**config.mk**
```make
export PLATFORM = sky130hd
export DESIGN_NAME = bb3_fifo
export DESIGN_NICKNAME = d
export VERILOG_FILES = /design/src/hdl/bb3_pkg.sv /design/src/hdl/bb3_fifo.sv
export SDC_FILE = /design/constraint.sdc
export NUM_CORES = 1
export LEC_CHECK = 0
export BUFFER_PORTS_ARGS = -buffer_cell sky130_fd_sc_hd__buf_2
export CAP_MARGIN = 0
export CORE_MARGIN = 2
export CORE_UTILIZATION = 54
export DETAILED_ROUTE_END_ITERATION = 10
export PLACE_DENSITY = 0.76
export RECOVER_POWER = 50
export SYNTH_ARGS = -nofsm -noshare
export SYNTH_HDL_FRONTEND = slang
export SYNTH_SLANG_ARGS = --single-unit
```
**constraint.sdc**
```tcl
create_clock -name clk -period 2.6 [get_ports clk]
set_input_delay 0.78 -clock clk [delete_from_list [all_inputs] [get_ports clk]]
set_output_delay 0.78 -clock clk [all_outputs]
set_load 0.01 [all_outputs]
```
**src/hdl/bb3_pkg.sv**
```systemverilog
// Shared types, constants and the reciprocal table of the 3x3 box blur.
package bb3_pkg;

  localparam int MAX_WIDTH  = 1024;
  localparam int COL_W      = (MAX_WIDTH > 1) ? $clog2(MAX_WIDTH) : 1;
  localparam int EW_W       = $clog2(MAX_WIDTH + 1);
  localparam int IW_W       = 11;
  localparam int IH_W       = 16;
  localparam int ROW_W      = 17;
  localparam int OROW_W     = 16;
  localparam int PADDR_W    = 3;
  localparam int APB_W      = 32;

  localparam int FIFO_DEPTH = 4;
  localparam int FIFO_PTR_W = $clog2(FIFO_DEPTH);
  localparam int FIFO_CNT_W = $clog2(FIFO_DEPTH + 1);

  localparam int SUM_W      = 12;
  localparam int NUM_W      = 13;
  localparam int CNT_W      = 4;
  localparam int RCP_W      = 18;
  localparam int RCP_SHIFT  = 18;
  localparam int PROD_W     = NUM_W + RCP_W;

  localparam logic REG_IMAGE_WIDTH  = 1'b0;
  localparam logic REG_IMAGE_HEIGHT = 1'b1;

  typedef enum logic {
    CMD_PIXEL = 1'b0,
    CMD_FLUSH = 1'b1
  } bb3_cmd_t;

  typedef logic [23:0] bb3_pix_t;

  typedef struct packed {
    bb3_cmd_t    command;
    logic [7:0]  red_in;
    logic [7:0]  green_in;
    logic [7:0]  blue_in;
  } bb3_in_t;

  typedef struct packed {
    logic [7:0]  red_out;
    logic [7:0]  green_out;
    logic [7:0]  blue_out;
    logic        frame_end;
  } bb3_out_t;

  typedef struct packed {
    bb3_pix_t          pix;
    logic [COL_W-1:0]  col;
    logic              emit;
    logic              last;
    logic [8:0]        mask;
  } bb3_item_t;

  typedef struct packed {
    logic full;
    logic empty;
  } bb3_fifo_status_t;

  typedef struct packed {
    logic frame_start;
    logic inputs_done;
  } bb3_front_status_t;

  // ceil(2^18 / (2*cnt)); exact quotient for numerators below 4608
  function automatic logic [RCP_W-1:0] recip(input logic [CNT_W-1:0] cnt);
    logic [RCP_W-1:0] r;
    unique case (cnt)
      4'd2:    r = 18'd65536;
      4'd3:    r = 18'd43691;
      4'd4:    r = 18'd32768;
      4'd5:    r = 18'd26215;
      4'd6:    r = 18'd21846;
      4'd7:    r = 18'd18725;
      4'd8:    r = 18'd16384;
      4'd9:    r = 18'd14564;
      default: r = 18'd131072;
    endcase
    return r;
  endfunction

endpackage

```
**src/hdl/bb3_fifo.sv**
```systemverilog
// Short request queue between the front end and the back end.
module bb3_fifo (
  input  logic                      clk,
  input  logic                      rst,
  input  logic                      push,
  input  bb3_pkg::bb3_item_t        push_item,
  input  logic                      pop,
  output bb3_pkg::bb3_item_t        head,
  output bb3_pkg::bb3_fifo_status_t status
);
  import bb3_pkg::*;

  bb3_item_t             entries [FIFO_DEPTH];
  logic [FIFO_PTR_W-1:0] wr_ptr, rd_ptr;
  logic [FIFO_CNT_W-1:0] count;

  always_comb begin
    head         = entries[rd_ptr];
    status.full  = (count == FIFO_CNT_W'(FIFO_DEPTH));
    status.empty = (count == '0);
  end

  always_ff @(posedge clk) begin
    if (push) begin
      entries[wr_ptr] <= push_item;
    end
  end

  always_ff @(posedge clk) begin
    if (rst) begin
      wr_ptr <= '0;
      rd_ptr <= '0;
      count  <= '0;
    end else begin
      if (push) begin
        wr_ptr <= (wr_ptr == FIFO_PTR_W'(FIFO_DEPTH - 1)) ? '0 : wr_ptr + 1'b1;
      end
      if (pop) begin
        rd_ptr <= (rd_ptr == FIFO_PTR_W'(FIFO_DEPTH - 1)) ? '0 : rd_ptr + 1'b1;
      end
      if (push && !pop) begin
        count <= count + 1'b1;
      end else if (pop && !push) begin
        count <= count - 1'b1;
      end
    end
  end

endmodule

```
Yosys cells after proc, flatten, opt, wreduce, memory -nomap -nowiden

Memories as Yosys holds them, arrays and structs flattened. A register that Yosys moved wholly into a read port is not among the register bits.
Index checks and enable logic that the tools add are counted.

Flip-flop bits (word level): 7
RAM bits: 180
Bits of input ports: 49
Memories: 1

Memory list:

| name    | words | width | read ports | clocked after memory_dff | wr ports | RTL line       | text |
|---|---|---|---|---|---|---|---|
| entries | 4     | 45    | 1          | 1                        | 1        | bb3_fifo.sv:13 | `bb3_item_t entries [FIFO_DEPTH];` |

Add/sub/neg operators: 4
Equality and inequality tests: 3
Mux-type cells: 8
Reduce and logical (&&, ||, !) cells: 6

Operators with widths:

| operator                                          | number |
|---|---|
| 2-to-1 mux 2 bit                                  | 4 |
| 2-to-1 mux 3 bit                                  | 2 |
| adder 2 x 1 -> 2 bit (second input constant)      | 2 |
| equality test 2 bit (second input constant)       | 2 |
| adder 3 x 1 -> 3 bit (second input constant)      | 1 |
| equality test 3 bit (second input constant)       | 1 |
| zero test 3 bit                                   | 1 |
| subtractor 3 x 1 -> 3 bit (second input constant) | 1 |
| logical AND 1 bit                                 | 2 |
| zero test 1 bit                                   | 2 |
| 2-to-1 mux 1 bit                                  | 2 |
| nonzero test 2 bit                                | 1 |

Logic depth before layout (Yosys ltp)

Gate-level depths: netlist of the first run.

Depth after elaboration: 4
Depth in mapped cells: 7
Mapped depth without buffers: 7

Worst setup path before layout of the first run

OpenSTA, ideal clock, no wires.

Path kind: in2reg
From: input port push
To: memory entries[0][0] (netlist bit), enable pin
Setup time: 0.407 ns
Arrival: 1.863 ns
Data required time: 2.193 ns
Path slack: 0.330 ns
Stages on the path: 1
Cell sequence: and2_1

Cells in the longest elaborated chain, start to end: 2

Ends and longest elaborated chain:

| item                                   | RTL line       | text |
|---|---|---|
| start, declared                        | bb3_fifo.sv:5  | `input logic push,` |
| 2-to-1 mux 1 bit                       | bb3_fifo.sv:24 | `if (push) begin` |
| 2-to-1 mux 1 bit (not written as such) | bb3_fifo.sv:25 | `entries[wr_ptr] <= push_item;` |
| end, declared                          | bb3_fifo.sv:13 |  |

No other way between the ends.

==> flow_metrics.tcl, run 1 <==
set metrics [dict create \
    synth_nets 335 \
    io_pins 96 \
    endpoint_kind "primary output" \
    pre_cts_ws_ns 0.291 \
    crit_buf_inv 2 \
    vdd_ir_drop_max_mv 0.455 \
    maxCapViolations 0 \
    path_class "flip-flop to primary output" \
    arrival_ns 1.77 \
    dr.pass1.iters 4 \
    synth.top_cells.by_area "edfxtp_1, mux4_2, dfxtp_1, mux4_1, buf_12" \
    critPathLaunchType "flip-flop" \
    die_w_um 118 \
    synth_ff_type "edfxtp_1" \
    synth_compound_area_share_pct 0.215 \
    status "complete, no violations" \
    synth_top_family_by_area "multiplexers" \
    crit_chain "buf_12 -> mux4_2 -> buf_6" \
    portBuffers 95 \
    clock_path_buffers 2 \
    min_period_over_period_pct 98.2 \
    syn-cell-area_um2 6990 \
    die_area_um2 13900 \
    cts_tree "yes" \
    cts_sinks 189 \
    switching_share_pct 20.6 \
    tightest_slew_ns 0.889 \
    slowest_stage "mux4_2" \
    yosysMostFrequentCell "edfxtp_1" \
    area_growth_pct 19.5 \
    grt_start_max_net_pins 46 \
    required_ns 1.82 \
    pwr-share-seq_pct 51.2 \
    dpl.hpwl_um 7360 \
    wl_per_cell_um 20.6 \
    cp_top_family "multiplexers" \
    dieHeight_um 118 \
    cp_max_fo 13 \
    diodes 0 \
    rows 41 \
    synth_simple_gate_area_share_pct 1.11 \
    synth_top_area_share_pct 77.3 \
    syn_area_per_cell_um2 25.1 \
    synth.distinct_cells 20 \
    synthTopCellsByCount "edfxtp_1, mux4_2, dfxtp_1" \
    first_global_vias 3345 \
    yosysWarnings 0 \
    via_per_inst 5.45 \
    grt.total_usage_pct 18.6 \
    gp_congestion 0.676 \
    clock-root-buffer "clkbuf_16" \
    r2r_slack_ns 0.82 \
    drc 0 \
    fmax_ghz 0.391 \
    vias 3190 \
    layout-drive-gt1-share_pct 34.4 \
    coreArea_um2 12600 \
    leakage_nw 2.80 \
    totalPowerFinal_mw 6.89 \
    fin_nets 456 \
    skew_ns 0.00369 \
    p_int_mw 5.47 \
    drv_slew 0 \
    hp-class "flip-flop to flip-flop" \
    hold_violations 0 \
    async_flop_share_pct 0 \
    clkLatencyLatePin_ns 0.43 \
    ys_seq_area_share_pct 79.9 \
    clockPowerShare_pct 40.3 \
    drt_iter0_drc 288 \
    synth_area_leader_cell "edfxtp_1" \
    synth_seq_cells 189 \
    fin_ws_ns 0.0456 \
    synthAdderAreaFrac_pct 1.36 \
    hold_buffers 0 \
    htree_num_levels 4 \
    synth-xor-area-share_pct 0.250 \
    setup_violations 0 \
    period_minus_slack_ns 2.55 \
    antenna_found_initial 0 \
    rsz0062_at_grt "true" \
    slew_headroom_pct 40.8 \
    cpPeakStageDelay_ns 0.56 \
    grt_pass1_wl_um 18900 \
    routed_wl_um 12100 \
    ant_nets 0 \
    synth_cells 279 \
    whs_ns 0.531 \
    combPwrFrac_pct 8.5 \
    numCtsBuffers 17 \
    power_density_nw_per_um2 825 \
    power_switching_mw 1.42 \
    initial_core_util_pct 55.4 \
    overflow 0 \
    synth_edf_count 180 \
    path_clk_slew_ns 0.06 \
    synth.mux.area_fraction_pct 15.3 \
]
## what timing repair did
| item | 4_1_cts | 5_1_grt |
|---|---|---|
| pin swaps | 0 | 0 |
| setup buffers | 4 | 1 |
| setup endpoints to repair | 34 | 9 |
| resized for setup | 2 | 1 |
## routing by layer
metal	GRT usage, %	routed length [um]	vias to the layer above
met2	29.0	5960	106
li1	-	-	1427
met5	0	0	-
met4	7.91	207	0
met3	4.80	710	15
met1	25.4	5200	1642
## cells by family (layout without fill, tap and decap cells)
group / count (synthesis) / in the layout
DFF: 189 / 189
muxes: 49 / 49
and+or+nand+nor: 15 / 15
buffers and inverters: 14 / 148
adders and majority gates: 7 / 7
AOI/OAI and AO/OA: 3 / 3
xor gates and xnor gates: 2 / 2
## registers in the layout, indices dropped and copies added, names as in the netlist, named ones only
name and cells:
entries 180, wr_ptr 2, rd_ptr 2, count 3
## final cells by class
| class | count | area [um2] |
|---|---|---|
| clock buffer | 18 | 429 |
| clock inverter | 14 | 216 |
| fill | 875 | 4260 |
| inverter | 4 | 15.0 |
| multi-input combinational | 76 | 1280 |
| sequential | 189 | 5590 |
| tap | 172 | 215 |
| timing repair buffer | 112 | 614 |
## power groups by stage
stage | Combinational, mW | Clock [mW] | Sequential, mW
2_1_floorplan | 0.358 | 0 | 3.58
3_3_place_gp | 0.572 | 0 | 3.59
3_5_place_dp | 0.585 | 0 | 3.60
4_1_cts | 0.606 | 2.83 | 3.53
5_1_grt | 0.634 | 2.96 | 3.54
6_report | 0.586 | 2.78 | 3.53
## worst reg2reg max path: cells and delay by family, from the launching register on
family,cells,cell delay [ns]
DFF,1,0.40
buffers and inverters,1,0.66
adders and majority gates,1,0.19
and+or+nand+nor,1,0.15
## placed cells by master, fill, tap and decap left out, drive strengths merged, types with 2 or more instances in the layout
cell    count
inv         6
buf        65
clkinv      7
bufinv      5
and2        4
a21oi       2
clkbuf     65
mux2i       4
mux4       45
nor3b       2
dfxtp       9
edfxtp    180
xor2        2
ha          6
nor2        7
## worst paths after layout
kind	endpoint	cells after the start	start
worst max-delay path	head[11]	3	flip-flop
worst min-delay path	count[2]	2	count[2]
worst max register to register	entries[3][42]	3	wr_ptr[0]
worst min register to register	count[2]	2	count[2]
## through the flow
step | util [%] | instance area, um2 | setup TNS (ns) | instances
2_1_floorplan | - | 6990 | 0 | 279
3_3_place_gp | 61.3 | 7730 | 0 | 548
3_5_place_dp | 61.3 | 7730 | 0 | 548
4_1_cts | 66.7 | 8420 | -0.00427 | 584
5_1_grt | 66.2 | 8360 | -0.118 | 585
6_report | 66.2 | 8360 | 0 | 585
No activity file was read; power rests on OpenSTA's default activity.
==> run 2: changes to the inputs <==
Settings changed: ABC_AREA set to 1, PLACE_DENSITY 0.76 to 0.75.
==> run 2 against run 1 <==
Effect of this change: clock-buffer cell count unchanged; global-route usage grew 1.7 points; non-clock buffer count is 4 higher; critical endpoint is now head[37].
==> flow_metrics.tcl, run 2 <==
set metrics [dict create \
    status "complete, no violations" \
    synth_simple_gate_area_share_pct 6.00 \
    drv_slew 0 \
    switching_share_pct 22.8 \
    clkLatencyLatePin_ns 0.42 \
    die_w_um 119 \
    whs_ns 0.533 \
    synth_ff_type "edfxtp_1" \
    cts_sinks 189 \
    hold_violations 0 \
    syn-cell-area_um2 7150 \
    via_per_inst 5.57 \
    layout-drive-gt1-share_pct 17.1 \
    clock-root-buffer "clkbuf_16" \
    synth-xor-area-share_pct 0.122 \
    dpl.hpwl_um 8320 \
    grt_start_max_net_pins 77 \
    layout_common_cells "edfxtp_1, nor2_1, o21ai_1" \
    synth_compound_area_share_pct 10.7 \
    coreArea_um2 13100 \
    largest_register_ff_count 180 \
    diodes 0 \
    drt_iter0_drc 396 \
    synth_edf_count 180 \
    io_pins 96 \
    period_minus_slack_ns 2.53 \
    power_density_nw_per_um2 798 \
    yosysMostFrequentCell "edfxtp_1" \
    synth_nets 550 \
    critPathLaunchType "flip-flop" \
    totalPowerFinal_mw 6.76 \
    placed_cells 753 \
    hp-start "wr_ptr[1]" \
    placed_cell_area_um2 7840 \
    ys_seq_area_share_pct 78.1 \
    numCtsBuffers 17 \
    grt_pass1_wl_um 21700 \
    area_growth_pct 18.5 \
    endpoint_kind "primary output" \
    wl_per_cell_um 18.5 \
    synth_top_family_by_area "compound AO/OA/AOI/OAI gates" \
    rows 42 \
    maxCapViolations 0 \
    hp-class "flip-flop to flip-flop" \
    synth_cells 494 \
    portBuffers 95 \
    combPwrFrac_pct 10.3 \
    finalSetupTns_ns 0 \
    async_flop_share_pct 0 \
    overflow 0 \
    p_int_mw 5.22 \
    synthTopCellsByCount "edfxtp_1, nor2_1, o21ai_1" \
    synthAdderAreaFrac_pct 1.33 \
    top_regs "entries x180, count x3" \
    first_global_vias 4259 \
    die_area_um2 14200 \
    fin_nets 658 \
    vias 4404 \
    initial_core_util_pct 54.7 \
    synth.top_cells.by_area "edfxtp_1, o21ai_1, nor2_1, o22ai_1, dfxtp_1" \
    fmax_ghz 0.395 \
    grt.total_usage_pct 20.3 \
    pwr-share-seq_pct 52.1 \
    synth_seq_cells 189 \
    leakage_nw 2.96 \
    dr.pass1.iters 4 \
    dieHeight_um 119 \
    min_period_over_period_pct 97.3 \
    final_cells 790 \
    synth_top_area_share_pct 75.6 \
    pre_cts_ws_ns 0.416 \
    required_ns 1.82 \
    arrival_ns 1.75 \
    cp_max_fo 38 \
    gp_congestion 0.747 \
    synth_area_leader_cell "edfxtp_1" \
    ant_nets 0 \
    antenna_found_initial 0 \
    tightest_slew_ns 0.659 \
    setup_violations 0 \
    r2r_start "wr_ptr[0]" \
    final_area_um2 8480 \
    fin_ws_ns 0.0704 \
    syn_area_per_cell_um2 14.5 \
    yosysWarnings 0 \
    path_clk_slew_ns 0.06 \
    clockPowerShare_pct 37.6 \
    synth.mux.area_fraction_pct 0 \
    drc 0 \
    clock_path_buffers 2 \
    vdd_ir_drop_max_mv 0.437 \
    top_register "entries" \
    routed_wl_um 14600 \
    path_class "flip-flop to primary output" \
    power_switching_mw 1.54 \
    fin_util_pct 64.8 \
    synth.distinct_cells 20 \
    final_common_cell "edfxtp_1" \
    cts_tree "yes" \
    skew_ns 0.00567 \
    slew_headroom_pct 56.0 \
    htree_num_levels 4 \
]
==> run 2: cell types whose count changed after synthesis, moves of 4 or more <==
cell / change
buf_12: -4
o21ai_1: +86
mux4_2: -40
o21ai_0: +6
o22ai_1: +45
buf_6: +6
buf_4: +9
nor2_1: +91
mux4_1: -5
inv_1: +10
nand2_1: +8
mux2i_1: -4
and2_1: -4
buf_2: +8
==> run 2: cell type report <==
| type | instances | area, um2 |
|---|---|---|
| inverter | 16 | 88.8 |
| timing repair buffer | 116 | 693 |
| tap | 176 | 220 |
| clock buffer | 18 | 429 |
| clock inverter | 13 | 149 |
| sequential | 189 | 5590 |
| timing repair inverter | 1 | 11.3 |
| fill | 949 | 4610 |
| multi-input combinational | 261 | 1290 |
==> run 2: kinds of logic (layout without fill, tap and decap cells) <==
family	after synthesis	in the layout
compound gates	141	141
simple gates	112	112
flops	189	189
fa+ha+maj	7	7
xor+xnor	1	1
buf+inv	44	164
==> run 2: power by group through the flow <==
| stage | sequential (mW) | clock (mW) | combinational, mW |
|---|---|---|---|
| final | 3.52 | 2.54 | 0.695 |
| after floorplan | 3.57 | 0 | 0.406 |
| after global placement | 3.58 | 0 | 0.651 |
| after CTS | 3.52 | 2.57 | 0.678 |
| after global routing | 3.53 | 2.69 | 0.766 |
| after detailed placement | 3.59 | 0 | 0.674 |
==> run 2: final timing paths <==
check	slack, ns	end	cells after the start
max	0.07	head[37]	5
min	0.53	wr_ptr[1]	2
max reg2reg	0.80	entries[2][6]	5
min reg2reg	0.53	wr_ptr[1]	2
==> run 2: worst max-delay path, cell delays in order, from the launching register on <==
cell and delay [ns]:
dfxtp_4 0.50, buf_12 0.15, clkbuf_16 0.24, nor2_1 0.08
o22ai_1 0.18, buf_2 0.17
==> run 2: what timing repair did <==
action	CTS	global route
hold buffers	0	0
setup buffers	0	4
setup endpoints to repair	7	32
resized for setup	2	5
pin swaps	0	0
gates cloned	0	2
==> run 2: routing by layer <==
layer  GRT usage [%]  vias up  routed length [um]
li1                -     2056                   -
met4            7.74        0                 245
met3            5.65       20                 951
met5               0        -                   0
met2            33.7      140                7390
met1            25.5     2188                6000
==> run 3: changes to the inputs <==
--- a/constraint.sdc
+++ b/constraint.sdc
@@ -3,2 +3,2 @@
 set_output_delay 0.78 -clock clk [all_outputs]
-set_load 0.01 [all_outputs]
+set_load 0.02 [all_outputs]
==> run 3 against run 2 <==
Effect of this change: clock skew is 0.00053 ns lower; power grew 0.86%; maximum frequency down 1.1%; clock-buffer cell count rose by 2; core utilization shrank 0.69 points; sequential cell count unchanged; register-to-register slack improved by 0.03 ns; global-route usage decreased by 0.42 points; critical path type unchanged; largest cell class unchanged; highest routed layer unchanged.
==> flow_metrics.tcl, run 3 (synthesis gave the netlist of run 2 again) <==
set metrics [dict create \
    antenna_found_initial 0 \
    r2r_slack_ns 0.83 \
    finalSetupTns_ns 0 \
    routed_wl_um 14200 \
    dpl.hpwl_um 8120 \
    cts_setup_buffers 0 \
    slowest_stage "dfxtp_2" \
    fin_nets 651 \
    clkLatencyLatePin_ns 0.43 \
    grt_pass1_wl_um 21300 \
    power_density_nw_per_um2 813 \
    grt.total_usage_pct 19.9 \
    clock-root-buffer "clkbuf_16" \
    area_growth_pct 17.2 \
    rsz0062_at_grt "true" \
    maxCapViolations 0 \
    layout-drive-gt1-share_pct 16.1 \
    first_global_vias 4246 \
    top_regs "entries x180, count x3" \
    clock_path_buffers 2 \
    hp-class "flip-flop to flip-flop" \
    fin_ws_ns 0.0422 \
    fmax_ghz 0.391 \
    largest_register_ff_count 180 \
    grt_start_max_net_pins 91 \
    path_class "flip-flop to primary output" \
    diodes 0 \
    rows 42 \
    drt_iter0_drc 483 \
    hold_violations 0 \
    placed_cells 751 \
    via_per_inst 5.53 \
    final_common_cell "edfxtp_1" \
    vdd_ir_drop_max_mv 0.446 \
    drc 0 \
    arrival_ns 1.78 \
    cpPeakStageDelay_ns 0.34 \
    status "complete, no violations" \
    whs_ns 0.543 \
    gp_congestion 0.731 \
    totalPowerFinal_mw 6.82 \
    skew_ns 0.00514 \
    min_period_over_period_pct 98.4 \
    overflow 0 \
    tightest_slew_ns 0.671 \
    critPathLaunchType "flip-flop" \
    period_minus_slack_ns 2.56 \
    numCtsBuffers 17 \
    cts_tree "yes" \
    cp_max_fo 45 \
    setup_violations 0 \
    portBuffers 95 \
    layout_common_cells "edfxtp_1, nor2_1, o21ai_1" \
    leakage_nw 2.91 \
    dieHeight_um 119 \
    htree_num_levels 4 \
    vias 4339 \
    ant_nets 0 \
    required_ns 1.82 \
    pre_cts_ws_ns 0.360 \
    cts_sinks 189 \
    coreArea_um2 13100 \
    io_pins 96 \
    initial_core_util_pct 54.7 \
    endpoint_kind "primary output" \
    slew_headroom_pct 55.2 \
    die_w_um 119 \
    final_cells 784 \
    wl_per_cell_um 18.1 \
    path_clk_slew_ns 0.06 \
    dr.pass1.iters 4 \
    r2r_start "wr_ptr[0]" \
    top_register "entries" \
    hold_buffers 0 \
    crit_chain "clkbuf_8 -> o21ai_0 -> o22ai_1 -> buf_2" \
    die_area_um2 14200 \
    hp-start "rd_ptr[0]" \
    drv_slew 0 \
]
-- run 3: layer usage --
| metal | up-vias | global-route usage [%] | wire, um |
|---|---|---|---|
| met5 | - | 0 | 0 |
| met4 | 0 | 7.89 | 99 |
| met3 | 8 | 4.69 | 822 |
| met2 | 130 | 33.0 | 7420 |
| met1 | 2147 | 25.4 | 5840 |
| li1 | 2054 | - | - |
-- run 3: final timing paths --
path | to | cells after the start
setup / recovery | head[36] | 4
hold / removal | flip-flop | 2
hold reg to reg | flip-flop | 2
setup reg to reg | entries[0][27] | 5
-- run 3: worst max-delay path, delay by kind of cell, from the launching register on --
family,cells,cell delay (ns)
AOI/OAI and AO/OA,2,0.45
buffers and inverters,2,0.54
DFF,1,0.34
-- run 3: area by class of cell --
cell class / count / area (um2)
Fill cell: 954 / 4700
Sequential cell: 189 / 5590
Tap cell: 176 / 220
Inverter: 16 / 73.8
Clock buffer: 20 / 437
Timing Repair Buffer: 110 / 624
Multi-Input combinational cell: 261 / 1290
Clock inverter: 12 / 146
-- run 3: timing repair --
action                                  in CTS  in global routing
gates cloned                                 0                  1
gates resized for setup                      2                  3
pin swaps                                    0                  0
endpoints found under the setup margin       3                 25
-- run 3: through the flow --
stage | instance area [um2] | util (%)
after CTS | 8410 | 64.3
after floorplan | 7150 | -
after detailed placement | 7820 | 59.7
after global routing | 8390 | 64.1
final | 8390 | 64.1
after global placement | 7820 | 59.7
-- run 3: power by group --
group	internal (mW)	switching (mW)
Clock	1.50	1.03
Sequential	3.47	0.0444
Combinational	0.241	0.521
Total	5.22	1.60
