--- config.mk ---
export PLATFORM = sky130hd
export DESIGN_NAME = bb3_front
export DESIGN_NICKNAME = d
export VERILOG_FILES = /design/src/hdl/bb3_pkg.sv /design/src/hdl/bb3_front.sv
export SDC_FILE = /design/constraint.sdc
export NUM_CORES = 1
export LEC_CHECK = 0
export ABC_AREA = 1
export BUFFER_PORTS_ARGS = -buffer_cell sky130_fd_sc_hd__buf_2
export CAP_MARGIN = 20
export CORE_AREA = 4 4 111 113
export DETAILED_ROUTE_END_ITERATION = 16
export DIE_AREA = 0 0 115 117
export HOLD_SLACK_MARGIN = 0.06
export PLACE_DENSITY = 0.77
export SLEW_MARGIN = 5
export SYNTH_ARGS = -nofsm -noshare
export SYNTH_HDL_FRONTEND = slang
export SYNTH_SLANG_ARGS = --single-unit
--- constraint.sdc ---
create_clock -name clk -period 3.91 [get_ports clk]
set_clock_uncertainty 0.15 [all_clocks]
set_input_delay 0.9775 -clock clk [delete_from_list [all_inputs] [get_ports clk]]
set_output_delay 0.9775 -clock clk [all_outputs]
set_load 0.005 [all_outputs]
--- src/hdl/bb3_pkg.sv ---
// Shared types, constants and the reciprocal table of the 3x3 box blur.
package bb3_pkg;

  localparam int MAX_WIDTH  = 1024;
  localparam int COL_W      = (MAX_WIDTH > 1) ? $clog2(MAX_WIDTH) : 1;
  localparam int EW_W       = $clog2(MAX_WIDTH + 1);
  localparam int IW_W       = 11;
  localparam int IH_W       = 16;
  localparam int ROW_W      = 17;
  localparam int OROW_W     = 16;
  localparam int PADDR_W    = 3;
  localparam int APB_W      = 32;

  localparam int FIFO_DEPTH = 4;
  localparam int FIFO_PTR_W = $clog2(FIFO_DEPTH);
  localparam int FIFO_CNT_W = $clog2(FIFO_DEPTH + 1);

  localparam int SUM_W      = 12;
  localparam int NUM_W      = 13;
  localparam int CNT_W      = 4;
  localparam int RCP_W      = 18;
  localparam int RCP_SHIFT  = 18;
  localparam int PROD_W     = NUM_W + RCP_W;

  localparam logic REG_IMAGE_WIDTH  = 1'b0;
  localparam logic REG_IMAGE_HEIGHT = 1'b1;

  typedef enum logic {
    CMD_PIXEL = 1'b0,
    CMD_FLUSH = 1'b1
  } bb3_cmd_t;

  typedef logic [23:0] bb3_pix_t;

  typedef struct packed {
    bb3_cmd_t    command;
    logic [7:0]  red_in;
    logic [7:0]  green_in;
    logic [7:0]  blue_in;
  } bb3_in_t;

  typedef struct packed {
    logic [7:0]  red_out;
    logic [7:0]  green_out;
    logic [7:0]  blue_out;
    logic        frame_end;
  } bb3_out_t;

  typedef struct packed {
    bb3_pix_t          pix;
    logic [COL_W-1:0]  col;
    logic              emit;
    logic              last;
    logic [8:0]        mask;
  } bb3_item_t;

  typedef struct packed {
    logic full;
    logic empty;
  } bb3_fifo_status_t;

  typedef struct packed {
    logic frame_start;
    logic inputs_done;
  } bb3_front_status_t;

  // ceil(2^18 / (2*cnt)); exact quotient for numerators below 4608
  function automatic logic [RCP_W-1:0] recip(input logic [CNT_W-1:0] cnt);
    logic [RCP_W-1:0] r;
    unique case (cnt)
      4'd2:    r = 18'd65536;
      4'd3:    r = 18'd43691;
      4'd4:    r = 18'd32768;
      4'd5:    r = 18'd26215;
      4'd6:    r = 18'd21846;
      4'd7:    r = 18'd18725;
      4'd8:    r = 18'd16384;
      4'd9:    r = 18'd14564;
      default: r = 18'd131072;
    endcase
    return r;
  endfunction

endpackage

--- src/hdl/bb3_front.sv ---
// Front end: position tracking, item classification and edge masks.
module bb3_front (
  input  logic                       clk,
  input  logic                       rst,
  input  logic [bb3_pkg::IW_W-1:0]   image_width,
  input  logic [bb3_pkg::IH_W-1:0]   image_height,
  input  logic                       in_valid,
  output logic                       in_stall,
  input  bb3_pkg::bb3_in_t           in_data,
  input  bb3_pkg::bb3_fifo_status_t  q_status,
  output logic                       push,
  output bb3_pkg::bb3_item_t         item,
  output bb3_pkg::bb3_front_status_t status
);
  import bb3_pkg::*;

  logic [EW_W-1:0]   w;
  logic [IH_W-1:0]   h;
  logic [COL_W-1:0]  in_column, in_column_next;
  logic [COL_W-1:0]  out_column, out_column_next;
  logic [ROW_W-1:0]  in_row, in_row_next;
  logic [OROW_W-1:0] out_row, out_row_next;
  logic              accept, done, flush, emit, last, col_wrap, ocol_wrap;
  logic [2:0]        rok, cok;

  always_comb begin
    if (image_width == '0) begin
      w = EW_W'(1);
    end else if (32'(image_width) > MAX_WIDTH) begin
      w = EW_W'(MAX_WIDTH);
    end else begin
      w = EW_W'(image_width);
    end
    h = (image_height == '0) ? IH_W'(1) : image_height;

    in_stall  = q_status.full;
    accept    = in_valid && !q_status.full;
    flush     = (in_data.command == CMD_FLUSH);
    done      = 32'(in_row) >= 32'(h);
    emit      = (in_row >= ROW_W'(2)) || (in_row == ROW_W'(1) && in_column != '0);
    col_wrap  = (32'(in_column) + 32'd1) >= 32'(w);
    ocol_wrap = (32'(out_column) + 32'd1) >= 32'(w);
    last      = ((32'(out_row) + 32'd1) >= 32'(h)) && ocol_wrap;
    push      = accept && !(flush && !done);

    rok[0] = (out_row != '0);
    rok[1] = 32'(out_row) < 32'(h);
    rok[2] = (32'(out_row) + 32'd1) < 32'(h);
    cok[0] = (out_column != '0);
    cok[1] = 32'(out_column) < 32'(w);
    cok[2] = !ocol_wrap;

    item.pix  = done ? '0 : {in_data.red_in, in_data.green_in, in_data.blue_in};
    item.col  = in_column;
    item.emit = emit;
    item.last = emit && last;
    for (int r = 0; r < 3; r++) begin
      for (int c = 0; c < 3; c++) begin
        item.mask[r*3+c] = rok[r] && cok[c];
      end
    end

    in_column_next  = in_column;
    in_row_next     = in_row;
    out_column_next = out_column;
    out_row_next    = out_row;
    if (push) begin
      if (col_wrap) begin
        in_column_next = '0;
        in_row_next    = in_row + 1'b1;
      end else begin
        in_column_next = in_column + 1'b1;
      end
      if (emit) begin
        if (last) begin
          in_column_next  = '0;
          in_row_next     = '0;
          out_column_next = '0;
          out_row_next    = '0;
        end else if (ocol_wrap) begin
          out_column_next = '0;
          out_row_next    = out_row + 1'b1;
        end else begin
          out_column_next = out_column + 1'b1;
        end
      end
    end

    status.frame_start = (in_column == '0) && (in_row == '0) &&
                         (out_column == '0) && (out_row == '0);
    status.inputs_done = done;
  end

  always_ff @(posedge clk) begin
    if (rst) begin
      in_column  <= '0;
      in_row     <= '0;
      out_column <= '0;
      out_row    <= '0;
    end else begin
      in_column  <= in_column_next;
      in_row     <= in_row_next;
      out_column <= out_column_next;
      out_row    <= out_row_next;
    end
  end

endmodule

# Word-level counts from Yosys, hierarchy flattened
# Cells that the tools add are included.
# W data, S select, Z words.
dict set report word_totals {
  register_bits 53
}
dict set report op_classes {
  n_addsub 7
  magnitude_cmp 9
  n_eq_ne 1
  muxes 14
  n_reduce_logical 35
}
# operator n
set op_table {}
lappend op_table {{$mux W17} 3}
lappend op_table {{$mux W10} 5}
lappend op_table {{$mux W16} 3}
lappend op_table {{$ge A32 B16 Y1} 1}
lappend op_table {{$logic_not A16 Y1} 2}
lappend op_table {{$mux W24} 1}
lappend op_table {{$add A10 B1 Y11 const B} 2}
lappend op_table {{$ge A11 B11 Y1} 2}
lappend op_table {{$mux W11} 2}
lappend op_table {{$add A10 B1 Y10 const B} 2}
lappend op_table {{$logic_not A10 Y1} 2}
lappend op_table {{$reduce_bool A10 Y1} 2}
lappend op_table {{$logic_and A1 B1 Y1} 18}
lappend op_table {{$add A16 B1 Y17 const B} 1}
lappend op_table {{$add A17 B1 Y17 const B} 1}
lappend op_table {{$eq A17 B1 Y1 const B} 1}
lappend op_table {{$ge A17 B16 Y1} 1}
lappend op_table {{$ge A17 B2 Y1 const B} 1}
lappend op_table {{$logic_not A17 Y1} 1}
lappend op_table {{$lt A17 B16 Y1} 1}
lappend op_table {{$add A16 B1 Y16 const B} 1}
lappend op_table {{$lt A16 B16 Y1} 1}
lappend op_table {{$reduce_bool A16 Y1} 1}
lappend op_table {{$gt A11 B11 Y1 const B} 1}
lappend op_table {{other kinds (7)} 10}

# Depth between registers and ports, before layout
# Gate-level depths: netlist (run 1).
dict set report depth {
  ltp_word 8
  depth_mapped 21
  ltp_nobuf 20
}

# Worst setup path before layout (run 1)
# Ideal clock, no wire load.
dict set report synth_timing {
  path_type {input port to output port}
  start {input image_height[12] in the netlist's numbering}
  end {output status[0] in the netlist's numbering}
  arrival_ps 2864
  setup_slack_ps -81
  stages 12
  n_path_buf 2
  cell_sequence {nor4_1 > nand3_1 > o41ai_1 > ha_1 > inv_1 > nand2_1 > nand3_1 > nor2_2 > nor2_4 > nand2_1 > clkbuf_1 > buf_4}
}
dict set report synth_between {
  elab_chain_cells 3
}
# item line
set synth_lines {}
lappend synth_lines {{start, declared} bb3_front.sv:6} ;# input logic [bb3_pkg::IH_W-1:0] image_height,
lappend synth_lines {{$logic_not A16 Y1} bb3_front.sv:34} ;# h = (image_height == '0) ? IH_W'(1) : image_height;
lappend synth_lines {{$mux W16 *} bb3_front.sv:34}
lappend synth_lines {{$ge A17 B16 Y1 *} bb3_front.sv:39} ;# done = 32'(in_row) >= 32'(h);
lappend synth_lines {{end, declared} bb3_front.sv:13} ;# output bb3_pkg::bb3_front_status_t status
# Mark *: on every way between the ends. The rest lies on a longest branch, timed or not.

==> impl.org, run 1 <==
** Setup path
- Launching element type of the critical path :: input pin
- CP Class :: input pin to output port
- Along the worst path, the maximum fanout reaches 5.
- STA classifies the critical path endpoint as an output port.
- Data required time at the worst endpoint :: 2.78 ns
- Crit path DAT :: 3.00 ns

** Global routing
- The via count of the first global-routing pass is 6081.
- Total overflow reported by the global router :: 0
- The first global-routing pass estimated 28000 µm of wire.
- Entering global routing, the biggest net connects 26 pins.
- Initial antenna violation count :: 0
- Global routing used 25.2% of the available tracks across all layers.

** Yosys
- Number of nets produced by synthesis :: 1091
- Cell area after synthesis :: 5830 µm²
- In this run, synthesis produced a sequential element count of 53.
- Cell count after synthesis :: 944
- After synthesis, flip-flops and latches occupy 18.2% of the total area.
- After synthesis, the mean cell area works out to 6.18 µm².
- For this run, the number of Yosys warnings is 0.
- Number of distinct standard cells referenced by the synthesized netlist :: 37

** Cells and area
- Compared with the post-synthesis result, the final layout area differs by 32.1%.
- 0 antenna diodes ended up in the layout.
- The sequential cells in the finished layout cover a total of 1070 µm².
- Fill cells in the final layout number 958.
- Util after Layout :: 68.1%
- The post-route netlist has 26.6% of its cells at a drive strength greater than 1.
- Final non-filler cell total :: 1240
- After the last flow step, the layout net total stands at 1243.
- In the final layout, the multi-input gates occupy 4540 µm².

** Run
- Max-cap violations in this run came to 0.

** Clock tree
- Worst-skew pair later-pin latency :: 0.29 ns
- Maximum count of clock buffers along a single path :: 2
- After clock tree synthesis, the clock-pin slew on the worst setup and hold paths is 0.07 ns.
- The clock drives 53 sinks.
- The tree is rooted in a clkbuf_16.
- After clock tree synthesis, the flow added hold-fix buffers numbering 0.
- Number of buffers inserted during clock tree synthesis :: 5
- H-tree levels :: 2
- TritonCTS built the clock tree.

** Hold path
- The tightest min-delay check is of the flip-flop to flip-flop type.

** Die
- In this run the core area contains 39 standard-cell rows.
- Initial Util :: 51.5%
- The die is 115 µm wide.
- In this run the count of I/O pins placed on the die edge is 106.
- Core Region :: 11300 µm²
- Total die area :: 13500 µm²
- The die is 117 µm tall.

** Route
- Once detail routing completed, the nets flagged for antenna violations numbered 0.
- The first detailed-routing pass took 5 iterations.
- Final routed wire length divided by cell count :: 14.0 µm
- Via-to-Cell Ratio :: 5.25
- The detailed router finished its first iteration with 394 violations.
- For this block, the via count after detailed routing is 6504.
- After detailed routing, the number of remaining DRC violations is 0.
- Summed over all layers, the routed wires come to 17400 µm.

** STA
- In this run the tightest slew margin relative to its limit is 49.4%.
- Hold timing on the final database bottoms out at a slack of 0.349 ns.
- Post-layout min period :: 4.12 ns
- Setup TNS :: -6.04 ns
- Number of max-slew violations in the final report :: 0
- Setup repair after global routing could not meet its margin everywhere.
- Dividing the final minimum period by the clock period gives 105%.
- For the pin with the worst max-slew slack, the measured transition is 0.758 ns.
- The count of final hold-check violations came to 0.
- Setup violations remaining at the end of the flow were counted as 35.
- Derived from the worst setup path, the maximum achievable clock frequency is 243 MHz.
- Setup slack on the critical path of the routed design comes to -0.213 ns.

** Placed design
- Post-DP HPWL :: 12600 µm
- The congestion estimate from routability-driven global placement came to 0.975.
- Including well taps, the total number of placed cells is 1226.
- Input and output buffers added on the ports amount to 104.

** Pwr
- Power density over the cells :: 180 nW/µm²
- Across the VDD grid, the largest voltage drop is 0.183 mV.
- Leakage power :: 4.16 nW

** Run status
- The final reports fail on setup timing.
- Status :: complete, but fails checks
## metal layers
layer	GRT usage, %	part of all wire (%)
met5	0	0
met3	3.19	7.6
met2	45.0	48
met1	30.9	41
met4	9.78	3.5
## synth_stat cells (all sizes together)
master | count | area [µm²]
ha | 90 | 1130
nand3b | 2 | 15.0
nor3 | 16 | 90.1
o21ai | 37 | 185
a21oi | 52 | 264
nand3 | 66 | 353
nor4 | 7 | 43.8
buf | 14 | 110
nand4 | 26 | 169
nand2 | 218 | 843
dfxtp | 53 | 1060
a21o | 4 | 30.0
or2 | 2 | 12.5
nor2 | 158 | 643
clkinv | 3 | 11.3
nor3b | 3 | 22.5
clkbuf | 8 | 30.0
inv | 159 | 599
xor2 | 23 | 201
o2111ai | 1 | 8.76
and3 | 1 | 6.26
o41ai | 1 | 8.76
## where the power goes
part           switching (mW)  internal [mW]
logic                   0.147          0.120
registers             0.00147          0.540
clock network           0.210          0.366
## per-stage QoR
step                      setup WS (ns)  power (mW)  instance area [µm²]
after floorplan                  0.0438       0.666                 5840
after global placement           -0.368       0.768                 6860
after detailed placement         -0.379       0.772                 6860
after CTS                        -0.173        1.37                 7470
after global routing             -0.415        1.44                 7710
final                            -0.213        1.38                 7710
## final timing paths
kind / depth (start not counted) / endpoint / slack (ns) / startpoint
min reg2reg: 2 / in_column[3] / 0.35 / in_column[3]
max reg2reg: 22 / out_row[2] / 0.52 / out_row[1]
max: 13 / item[2] / -0.21 / image_width[3]
min: 2 / in_column[3] / 0.35 / in_column[3]
## cell type report
type | count | share of cell area (%)
Multi-Input combinational cell | 708 | 58.9
Timing Repair Buffer | 166 | 14.4
Sequential cell | 53 | 13.9
Inverter | 162 | 7.95
Tap cell | 143 | 2.32
Clock buffer | 5 | 1.62
Clock inverter | 3 | 0.844
## registers in the layout, summed over array words and instances (netlist names)
name        count
out_row        16
in_row         17
in_column      10
out_column     10
## logic make-up (layout without fill, tap and decap cells)
logic type,count (synthesis),after routing,share of synthesized area [%]
flops,53,53,18.2
xor+xnor,23,23,3.45
fa+ha+maj,90,90,19.3
compound gates,95,95,8.51
buf+inv,184,336,12.9
simple gates,499,500,37.7
## cells in the final DEF, fill, tap and decap left out, types with 2 or more instances in the layout
cell type and instances:
nand4_1 25, buf_2 97, nand2_4 12, o21ai_1 15, nand3b_1 2, nor2_1 125
nand2_1 194, buf_6 16, nor3_1 12, nand2_2 13, ha_1 76, nor4_1 4
bufinv_16 2, nor4_4 3, buf_4 49, nor2_4 8, a21o_1 4, a21oi_2 6
nor3b_1 2, xor2_1 23, nor2_2 25, ha_4 13, inv_1 149, nor3_4 2
inv_4 2, inv_2 8, nand3_2 7, buf_12 2, o21ai_0 20, clkinv_1 3
nor3_2 2, dfxtp_1 47, dfxtp_2 6, o21ai_2 2, clkbuf_16 6, nand3_1 57
nand3_4 2, a21oi_1 45
## repair_timing
item | CTS | global route
cloned | 1 | 2
pin swaps | 28 | 22
gates resized for setup | 82 | 51
setup buffers | 2 | 1
endpoints found under the setup margin | 35 | 35
## critical path, cell delays in order
cell and delay, ns:
buf_6 0.10, nor4_4 0.27, nand3_2 0.19, nand2_4 0.20, nand2_4 0.08, ha_4 0.28, nand2_1 0.06, nor3b_2 0.19
nand3b_1 0.12, buf_4 0.14, nand4_1 0.18, nor2_1 0.07, buf_2 0.12
Note: power is estimated with default switching activity, not from simulation.
==> run 2, diff against run 1 <==
--- a/config.mk
+++ b/config.mk
@@ -6,13 +6,13 @@
 export NUM_CORES = 1
 export LEC_CHECK = 0
 export ABC_AREA = 1
-export BUFFER_PORTS_ARGS = -buffer_cell sky130_fd_sc_hd__buf_2
 export CAP_MARGIN = 20
-export CORE_AREA = 4 4 111 113
+export CORE_AREA = 8 8 108 110
 export DETAILED_ROUTE_END_ITERATION = 16
-export DIE_AREA = 0 0 115 117
+export DIE_AREA = 0 0 116 118
+export DONT_BUFFER_PORTS = 1
 export HOLD_SLACK_MARGIN = 0.06
-export PLACE_DENSITY = 0.77
+export PLACE_DENSITY = 0.78
 export SLEW_MARGIN = 5
 export SYNTH_ARGS = -nofsm -noshare
 export SYNTH_HDL_FRONTEND = slang
==> run 2 against run 1 <==
Compared with the run above: the run still ends with setup timing left; clock-buffer cell count is the same; first-iteration DRC count shrank 7.1%; power shrank 22%; hold slack gained 0.0095 ns; critical path type unchanged.
==> impl.org, run 2 (same netlist as run 1, synthesis figures left out) <==
** Placed design
- The HPWL after detailed placement came to 12300 µm (-2.2%).
- Final weighted congestion of routability-driven global placement :: 0.912 (-6.5%)
- # port buffers :: 0 (-100%)
- The post-place instance area is 6200 µm² (-9.6%).

** Die
- Die extent in y :: 118 µm (+0.85%)
- X dimension of the die :: 116 µm (+0.87%)
- Total die area :: 13700 µm² (+1.7%)
- The number of core rows was 37 (-5.1%).
- Core Region :: 10000 µm² (-12%)
- The number of placed I/O pins was 106 (unchanged).
- The initial core utilization was 58.3% (+6.8 points).

** Global routing
- Wire length of the first global-routing pass :: 26300 µm (-5.9%)
- Total overflow reported by the global router :: 0 (unchanged)
- The number of antenna violations at the first check in global routing was 0 (unchanged).
- Global-route usage over all layers :: 23.5% (-1.7 points)
- Number of global-route vias before repair :: 5555 (-8.6%)
- Largest net degree at the start of global routing :: 26 (unchanged)

** STA
- Actual transition at the worst max-transition pin :: 1.09 ns (+0.330 ns)
- Smallest setup slack after layout :: -0.161 ns (+0.0515 ns)
- Number of max-slew violations in the final report :: 0 (unchanged)
- Setup repair after global routing could not meet its margin everywhere.
- Worst slew slack as a fraction of its limit :: 26.8% (-23 points)
- The count of final hold-check violations was 0 (unchanged).
- The maximum frequency from static timing analysis came to 246 MHz (+1.3%).
- Post-layout min period :: 4.07 ns (-0.0515 ns)
- Period Utilization, post-route :: 104% (-1.3 points)
- The number of setup violations in the final report is 34 (-2.9%).

** Route
- Via-to-Cell Ratio :: 5.45 (+3.9%)
- Final routed wire length divided by cell count :: 15.5 µm (+10%)
- Number of nets with antenna violations after routing :: 0 (unchanged)
- Total number of vias :: 6132 (-5.7%)
- The violation count after the first detailed-route iteration was 366 (-7.1%).
- The total wire length is 17400 µm (+0.19%).
- The detailed-router iteration count before antenna repair is 5 (unchanged).
- The remaining design rule violation count is 0 (unchanged).

** Setup path
- On the critical path, the stage with the largest delay is an instance of o41ai_4.
- Crit path DAT :: 2.94 ns (-0.06 ns)
- List of cells traversed by the critical path :: nor4_4, buf_4, nand3_4, o41ai_4, buf_4, ha_1, inv_1, nand2_1, nand3_1, nor2_2, nor2_4, nand2_4, clkbuf_16, nor2_4
- Maximum fanout count along the critical path :: 6 (+1)
- STA classifies the critical path endpoint as an output port.
- The kind of cell with the highest combined delay along the critical path is simple AND/OR/NAND/NOR gates.
- Launching element type of the critical path :: input pin
- Worst reg-to-reg setup slack :: 0.55 ns (+0.03 ns)
- Number of buffer and inverter instances along the worst setup path :: 4 (+1)
- The critical path in this run is classified as input pin to output port.
- The required time at the endpoint of the critical path came to 2.78 ns (about the same).
- The maximum single-stage delay on the critical path was 0.26 ns (-0.02 ns).

** Clock tree
- CTS tree :: done
- Maximum count of clock buffers along a single path :: 2 (unchanged)
- Number of buffers inserted during clock tree synthesis :: 5 (unchanged)
- The clock-pin slew on the worst setup and hold paths came to 0.10 ns (+0.03 ns).
- The number of hold buffers added after cts came to 0 (unchanged).
- Clock tree synthesis selected as its root buffer the cell clkbuf_8.
- Number of sinks driven by the clock tree :: 53 (unchanged)
- The insertion delay of the later-clocked pin in the worst-skew pair is 0.33 ns (+0.04 ns).
- The H-tree depth was 2 (unchanged).

** Hold path
- Worst hold-check path type :: flip-flop to flip-flop

** Cells and area
- Most frequent cells in the layout :: nand2_1 (194), inv_1 (149), nor2_1 (109)
- Synth-to-Final Area Change :: 23.2%
- Max FFs per register :: 17 (unchanged)
- Final instance area :: 7190 µm² (-6.7%)
- Filler Cell Count :: 788 (-18%)
- Leading registers by flop count :: in_row (17), out_row (16)
- Leaving out fill and tap cells, the most frequent cell in the layout is nand2_1.
- Proportion of layout cells with a drive suffix above 1 :: 20.7% (-5.9 points)
- The count of inserted antenna diode cells came to 0 (unchanged).
- Total number of nets in the final design :: 1135 (-8.7%)
- Util after Layout :: 71.9% (+3.8 points)
- Register with the highest flop count :: in_row

** Run status
- Violations in the final reports :: setup timing
- The flow ran to the end, but the final reports show violations.

** Pwr
- Leakage power :: 3.68 nW (-12%)
- Power density over the cells :: 151 nW/µm² (-16%)
- Worst-case vdd ir drop :: 0.124 mV (-32%)

** Run
- Max-capacitance violation count :: 0 (unchanged)
## run 2: changes by cell type in the layout (fill, tap and decap cells not counted), sizes merged
cell      before  now
clkinv         4    5
clkinvlp       0    1
bufinv         2    0
buf          165   57
## run 2: repair_timing
action,4_1_cts,5_1_grt
setup buffers,7,9
gates resized for setup,92,78
cloned,3,1
setup endpoints to repair,34,35
pin swaps,13,32
## run 2: path summary, 6_finish.rpt
path / from / endpoint / cells after the start
max: image_height[12] / item[24] / 14
min: out_column[1] / out_column[1] / 2
max reg2reg: out_row[1] / in_row[11] / 20
min reg2reg: out_column[1] / out_column[1] / 2
## run 2: cell type report
class,count,area [µm²],area share [%]
multi-input combinational,708,4700,65.4
timing repair buffer,58,541,7.52
inverter,162,611,8.49
clock inverter,3,17.5,0.244
tap,136,170,2.37
clock buffer,5,68.8,0.957
sequential,53,1080,15.1
## run 2: worst register-to-register path, stage by stage, from the launching register on
cell      delay [ns]
dfxtp_2         0.37
ha_2            0.20
nand2_1         0.10
nor2_2          0.13
inv_2           0.07
nor2_4          0.16
nand2_2         0.09
nor2_2          0.12
xor2_1          0.19
inv_1           0.11
ha_4            0.28
nand2_2         0.07
nor3_4          0.24
nand2_1         0.10
nand4_2         0.14
buf_4           0.24
nand2_2         0.14
clkinv_1        0.08
nand2_2         0.07
nand2_4         0.17
nor2_1          0.08
## run 2: layer usage
| layer | wire (µm) | global-route usage, % | share of wire [%] | vias up |
|---|---|---|---|---|
| met5 | 0 | 0 | 0 | - |
| met2 | 8530 | 40.6 | 49 | 225 |
| met1 | 7120 | 28.0 | 41 | 2776 |
| met3 | 1300 | 4.93 | 7.5 | 37 |
| li1 | - | - | - | 3094 |
| met4 | 478 | 7.30 | 2.7 | 0 |
## run 2: through the flow
step	cells	setup WS [ns]	hold WS, ns	setup TNS, ns	power (mW)
after global placement	1098	-0.150	0.341	-3.07	0.714
after floorplan	944	0.0438	0.326	0	0.666
after global routing	1125	-0.274	0.385	-7.23	1.13
after CTS	1116	-0.0743	0.345	-0.577	1.06
final	1125	-0.161	0.358	-3.73	1.09
after detailed placement	1098	-0.173	0.340	-3.51	0.717
## run 2: power breakdown
group / internal [mW] / switching [mW] / total, mW / leakage [nW]
Clock: 0.125 / 0.210 / 0.334 / 0.0439
Combinational: 0.0848 / 0.126 / 0.211 / 3.20
Sequential: 0.538 / 0.00174 / 0.540 / 0.434
Total: 0.747 / 0.338 / 1.09 / 3.68
==> run 3, diff against run 2 <==
--- a/config.mk
+++ b/config.mk
@@ -5,14 +5,13 @@
 export SDC_FILE = /design/constraint.sdc
 export NUM_CORES = 1
 export LEC_CHECK = 0
-export ABC_AREA = 1
 export CAP_MARGIN = 20
-export CORE_AREA = 8 8 108 110
+export CORE_AREA = 8 8 102 104
 export DETAILED_ROUTE_END_ITERATION = 16
-export DIE_AREA = 0 0 116 118
+export DIE_AREA = 0 0 110 112
 export DONT_BUFFER_PORTS = 1
 export HOLD_SLACK_MARGIN = 0.06
-export PLACE_DENSITY = 0.78
+export PLACE_DENSITY = 0.76
 export SLEW_MARGIN = 5
 export SYNTH_ARGS = -nofsm -noshare
 export SYNTH_HDL_FRONTEND = slang
==> run 3 against run 2 <==
Compared with the run above: the flow still finishes with violations (setup timing); die area decreased by 10%; final cell count down 32%; utilization down 4.2 points; flip-flop and latch count stayed put; global-route usage fell by 0.30 points; register-to-register slack got worse by 0.08 ns; combinational power fell by 27%; highest routed layer unchanged.
==> impl.org, run 3 <==
** Hold path
- The worst hold path stage count is 2 (unchanged).
- The min-delay analysis places its worst path in the category flip-flop to flip-flop.
- The worst hold path begins at out_column[1].

** Yosys
- Most numerous cell types in the synthesized netlist :: ha_1 (90), dfxtp_1 (53), nor2_1 (49)
- Commonest register cell after synthesis :: dfxtp_1
- The number of flip-flops and latches in the synthesized netlist was 53 (unchanged).
- Number of distinct standard cells referenced by the synthesized netlist :: 55 (+49%)
- Synth Warn # :: 0 (unchanged)
- Cell type contributing the most total cell area after synthesis :: ha_1
- The async set-or-reset flop fraction in the synthesized netlist was 0% (unchanged).
- Number of enable-type register cells in the synthesized netlist :: 0 (unchanged)
- Sequential element share of the synthesized area :: 21.0% (+2.8 points)
- Most common cell in the netlist :: ha_1
- The combined area of all synthesized cells was 5050 µm² (-13%).
- Average cell area after synthesis :: 8.28 µm² (+34%)
- The gate count after technology mapping was 610 (-35%).
- The area fraction of the dominant cell type after synthesis is 22.3% (+3.0 points).
- In the post-synthesis netlist, the biggest area contributors are ha_1 (22%), dfxtp_1 (21%), xor2_1 (4.9%), a32o_1 (4.8%), and3_1 (4.6%).
- Number of nets produced by synthesis :: 757 (-31%)

** Setup path
- The maximum single-stage delay on the critical path is 0.28 ns (+0.02 ns).
- List of cells traversed by the critical path :: nor4_4, a41o_1, buf_6, buf_6, ha_1, nor2b_1, o21a_1, o21ai_0, a21oi_1, o21ai_2, nand2_8, nor2_1
- Maximum fanout count along the critical path :: 3 (-3)
- The critical path data arrival time is 2.93 ns (about the same).
- The critical path starts at image_height[8].
- Most repeated library cell on the critical path :: buf_6
- Register-to-Register Path Depth :: 15 (-25%)
- The worst register-to-register path begins at out_row[1].
- The worst setup path is launched from an input pin.
- Slowest stage cell on the critical path :: a41o_1
- The required time at the endpoint of the critical path was 2.78 ns (about the same).
- CP Class :: input pin to output port
- The worst setup path is captured at an output port.

** Cells and area
- Most frequent cells in the layout :: ha_1 (86), buf_4 (49), dfxtp_1 (46)
- The proportion of layout cells with a drive suffix above 1 is 20.1% (-0.61 points).
- Register with the highest flop count :: in_row
- Total number of nets in the final design :: 799 (-30%)
- The non-filler instance count after layout came to 762 (-32%).
- Relative to the synthesized area, the layout overhead comes to 19.2%.
- Total inserted antenna cells :: 0 (unchanged)
- Leading registers by flop count :: in_row (17), out_row (16)
- Most common cell after layout, fill and taps aside :: ha_1
- Max FFs per register :: 17 (unchanged)

** STA
- Actual transition at the worst max-transition pin :: 0.988 ns (-0.0999 ns)
- The count of final hold-check violations is 0 (unchanged).
- Post-layout min period :: 4.05 ns (-0.0171 ns)
- The maximum frequency from static timing analysis came to 247 MHz (+0.42%).
- The slack of the critical path is -0.144 ns (+0.0171 ns).
- Worst slew slack as a fraction of its limit :: 33.5% (+6.7 points)
- The number of max-slew violations in the final report came to 0 (unchanged).
- Period Utilization, post-route :: 104% (-0.44 points)
- The post-route worst hold slack was 0.387 ns (+0.0294 ns).
- The setup total negative slack was -0.697 ns (+3.03 ns).
- Setup repair after global routing could not meet its margin everywhere.
- Number of setup violations in the final report :: 7 (-79%)

** Route
- The ratio of routed vias to standard cells was 6.44 (+18%).
- The total wire length was 14900 µm (-14%).
- The remaining design rule violation count was 0 (unchanged).
- Number of nets with antenna violations after routing :: 0 (unchanged)
- Total number of vias :: 4905 (-20%)
- The detailed-router iteration count before antenna repair is 5 (unchanged).
- The violation count after the first detailed-route iteration was 411 (+12%).
- The final routed wire length divided by cell count came to 19.6 µm (+26%).

** Clock tree
- CTS placed an instance of clkbuf_8 at the clock tree root.
- H-tree levels :: 2 (unchanged)
- The insertion delay of the later-clocked pin in the worst-skew pair is 0.31 ns (-0.02 ns).
- CTS clock-pin slew for the worst setup and hold paths :: 0.09 ns (about the same)
- CTS tree :: done
- The number of clock sinks seen by CTS came to 53 (unchanged).
- Maximum count of clock buffers along a single path :: 2 (unchanged)
- Number of buffers inserted during clock tree synthesis :: 5 (unchanged)

** Placed design
- The final estimated routing congestion in global placement came to 0.903 (-1.0%).
- The number of port buffers was 0 (unchanged).
- Placed Cells incl. Taps :: 737 (-33%)
- Post-DP HPWL :: 11400 µm (-8.0%)

** Die
- The total die area came to 12300 µm² (-10%).
- The initial core utilization came to 56.8% (-1.6 points).
- The die extent in x was 110 µm (-5.2%).
- The overall die height is 112 µm (-5.1%).
- The area inside the core boundary is 8890 µm² (-11%).
- Number of placement rows :: 35 (-5.4%)
- The number of placed I/O pins came to 106 (unchanged).

** Run status
- The final reports fail on setup timing.
- Status :: complete, but fails checks

** Pwr
- The largest vdd supply drop was 0.137 mV (+9.9%).
- The standby leakage power was 2.72 nW (-26%).
- Power density over the cells :: 165 nW/µm² (+9.5%)

** Global routing
- The via count of the first global-routing pass came to 4984 (-10%).
- The first-pass GRT wire length is 23800 µm (-9.7%).
- The leftover overflow at the end of global routing is 0 (unchanged).
- Largest net degree at the start of global routing :: 28 (+7.7%)
- Global-route usage over all layers :: 23.2% (-0.30 points)
- Initial antenna violation count :: 0 (unchanged)

** Run
- The number of max-cap violations is 0 (unchanged).
-- run 3: cell types whose count changed in the layout (fill, tap and decap cells not counted), sizes merged, moves of 10 or more --
| cell | before | now |
|---|---|---|
| xnor2 | 0 | 16 |
| a21oi | 52 | 27 |
| inv | 159 | 34 |
| nand2 | 219 | 37 |
| nand3 | 66 | 34 |
| nor4 | 7 | 17 |
| and3 | 1 | 37 |
| a32o | 0 | 24 |
| nor2 | 158 | 49 |
| o21ai | 37 | 27 |
-- run 3: final timing paths --
| kind | end | slack [ns] |
|---|---|---|
| max | item[8] | -0.14 |
| min | out_column[1] | 0.39 |
| max reg2reg | in_row[2] | 0.47 |
| min reg2reg | out_column[1] | 0.39 |
-- run 3: critical path: cells and delay by family --
| family | cells | cell delay [ns] |
|---|---|---|
| AOI/OAI and AO/OA | 5 | 1.04 |
| buffers and inverters | 2 | 0.21 |
| and+or+nand+nor | 4 | 0.55 |
| adders and majority gates | 1 | 0.16 |
-- run 3: logic make-up after synthesis --
family | share of synthesized area (%)
AO/OA/AOI/OAI | 18.4
XOR/XNOR | 7.63
adder cells (fa/ha/maj) | 22.3
buffers and inverters | 5.13
flip-flops | 21.0
multiplexers | 0.198
AND/OR/NAND/NOR | 25.3
-- run 3: cell type report --
type                            instances  area (µm²)
Clock inverter                          1        5.00
Sequential cell                        53        1070
Fill cell                             730        2870
Inverter                               35         131
Multi-Input combinational cell        498        4090
Tap cell                              111         139
Clock buffer                            5        68.8
Timing Repair Buffer                   59         517
-- run 3: stage by stage --
stage | utilization [%] | area [µm²] | power [mW] | setup WS [ns]
detailed placement | 61.0 | 5420 | 0.697 | -0.234
finish | 67.7 | 6020 | 0.995 | -0.144
global placement | 61.0 | 5420 | 0.688 | -0.207
CTS | 64.8 | 5760 | 0.990 | -0.102
floorplan | - | 5100 | 0.658 | -0.0103
global route | 67.7 | 6020 | 1.03 | -0.240
-- run 3: routing by layer --
layer  vias to the layer above  part of all wire [%]  GRT usage, %
met1                      2371                    42          28.2
met2                       157                    50          40.7
met3                        32                   6.4          3.47
met4                         0                   2.0          6.13
li1                       2345                     -             -
met5                         -                     0             0
-- run 3: repair_timing --
item	in CTS	in global routing
gates cloned	0	3
gates resized for setup	40	34
setup buffers	11	5
hold buffers	0	0
pin swaps	25	16
setup endpoints to repair	10	29
-- run 3: power by group --
part           leakage, nW  internal [mW]  switching, mW
clock               0.0399          0.119          0.180
sequential           0.430          0.540        0.00143
combinational         2.25         0.0627         0.0916
total                 2.72          0.721          0.273
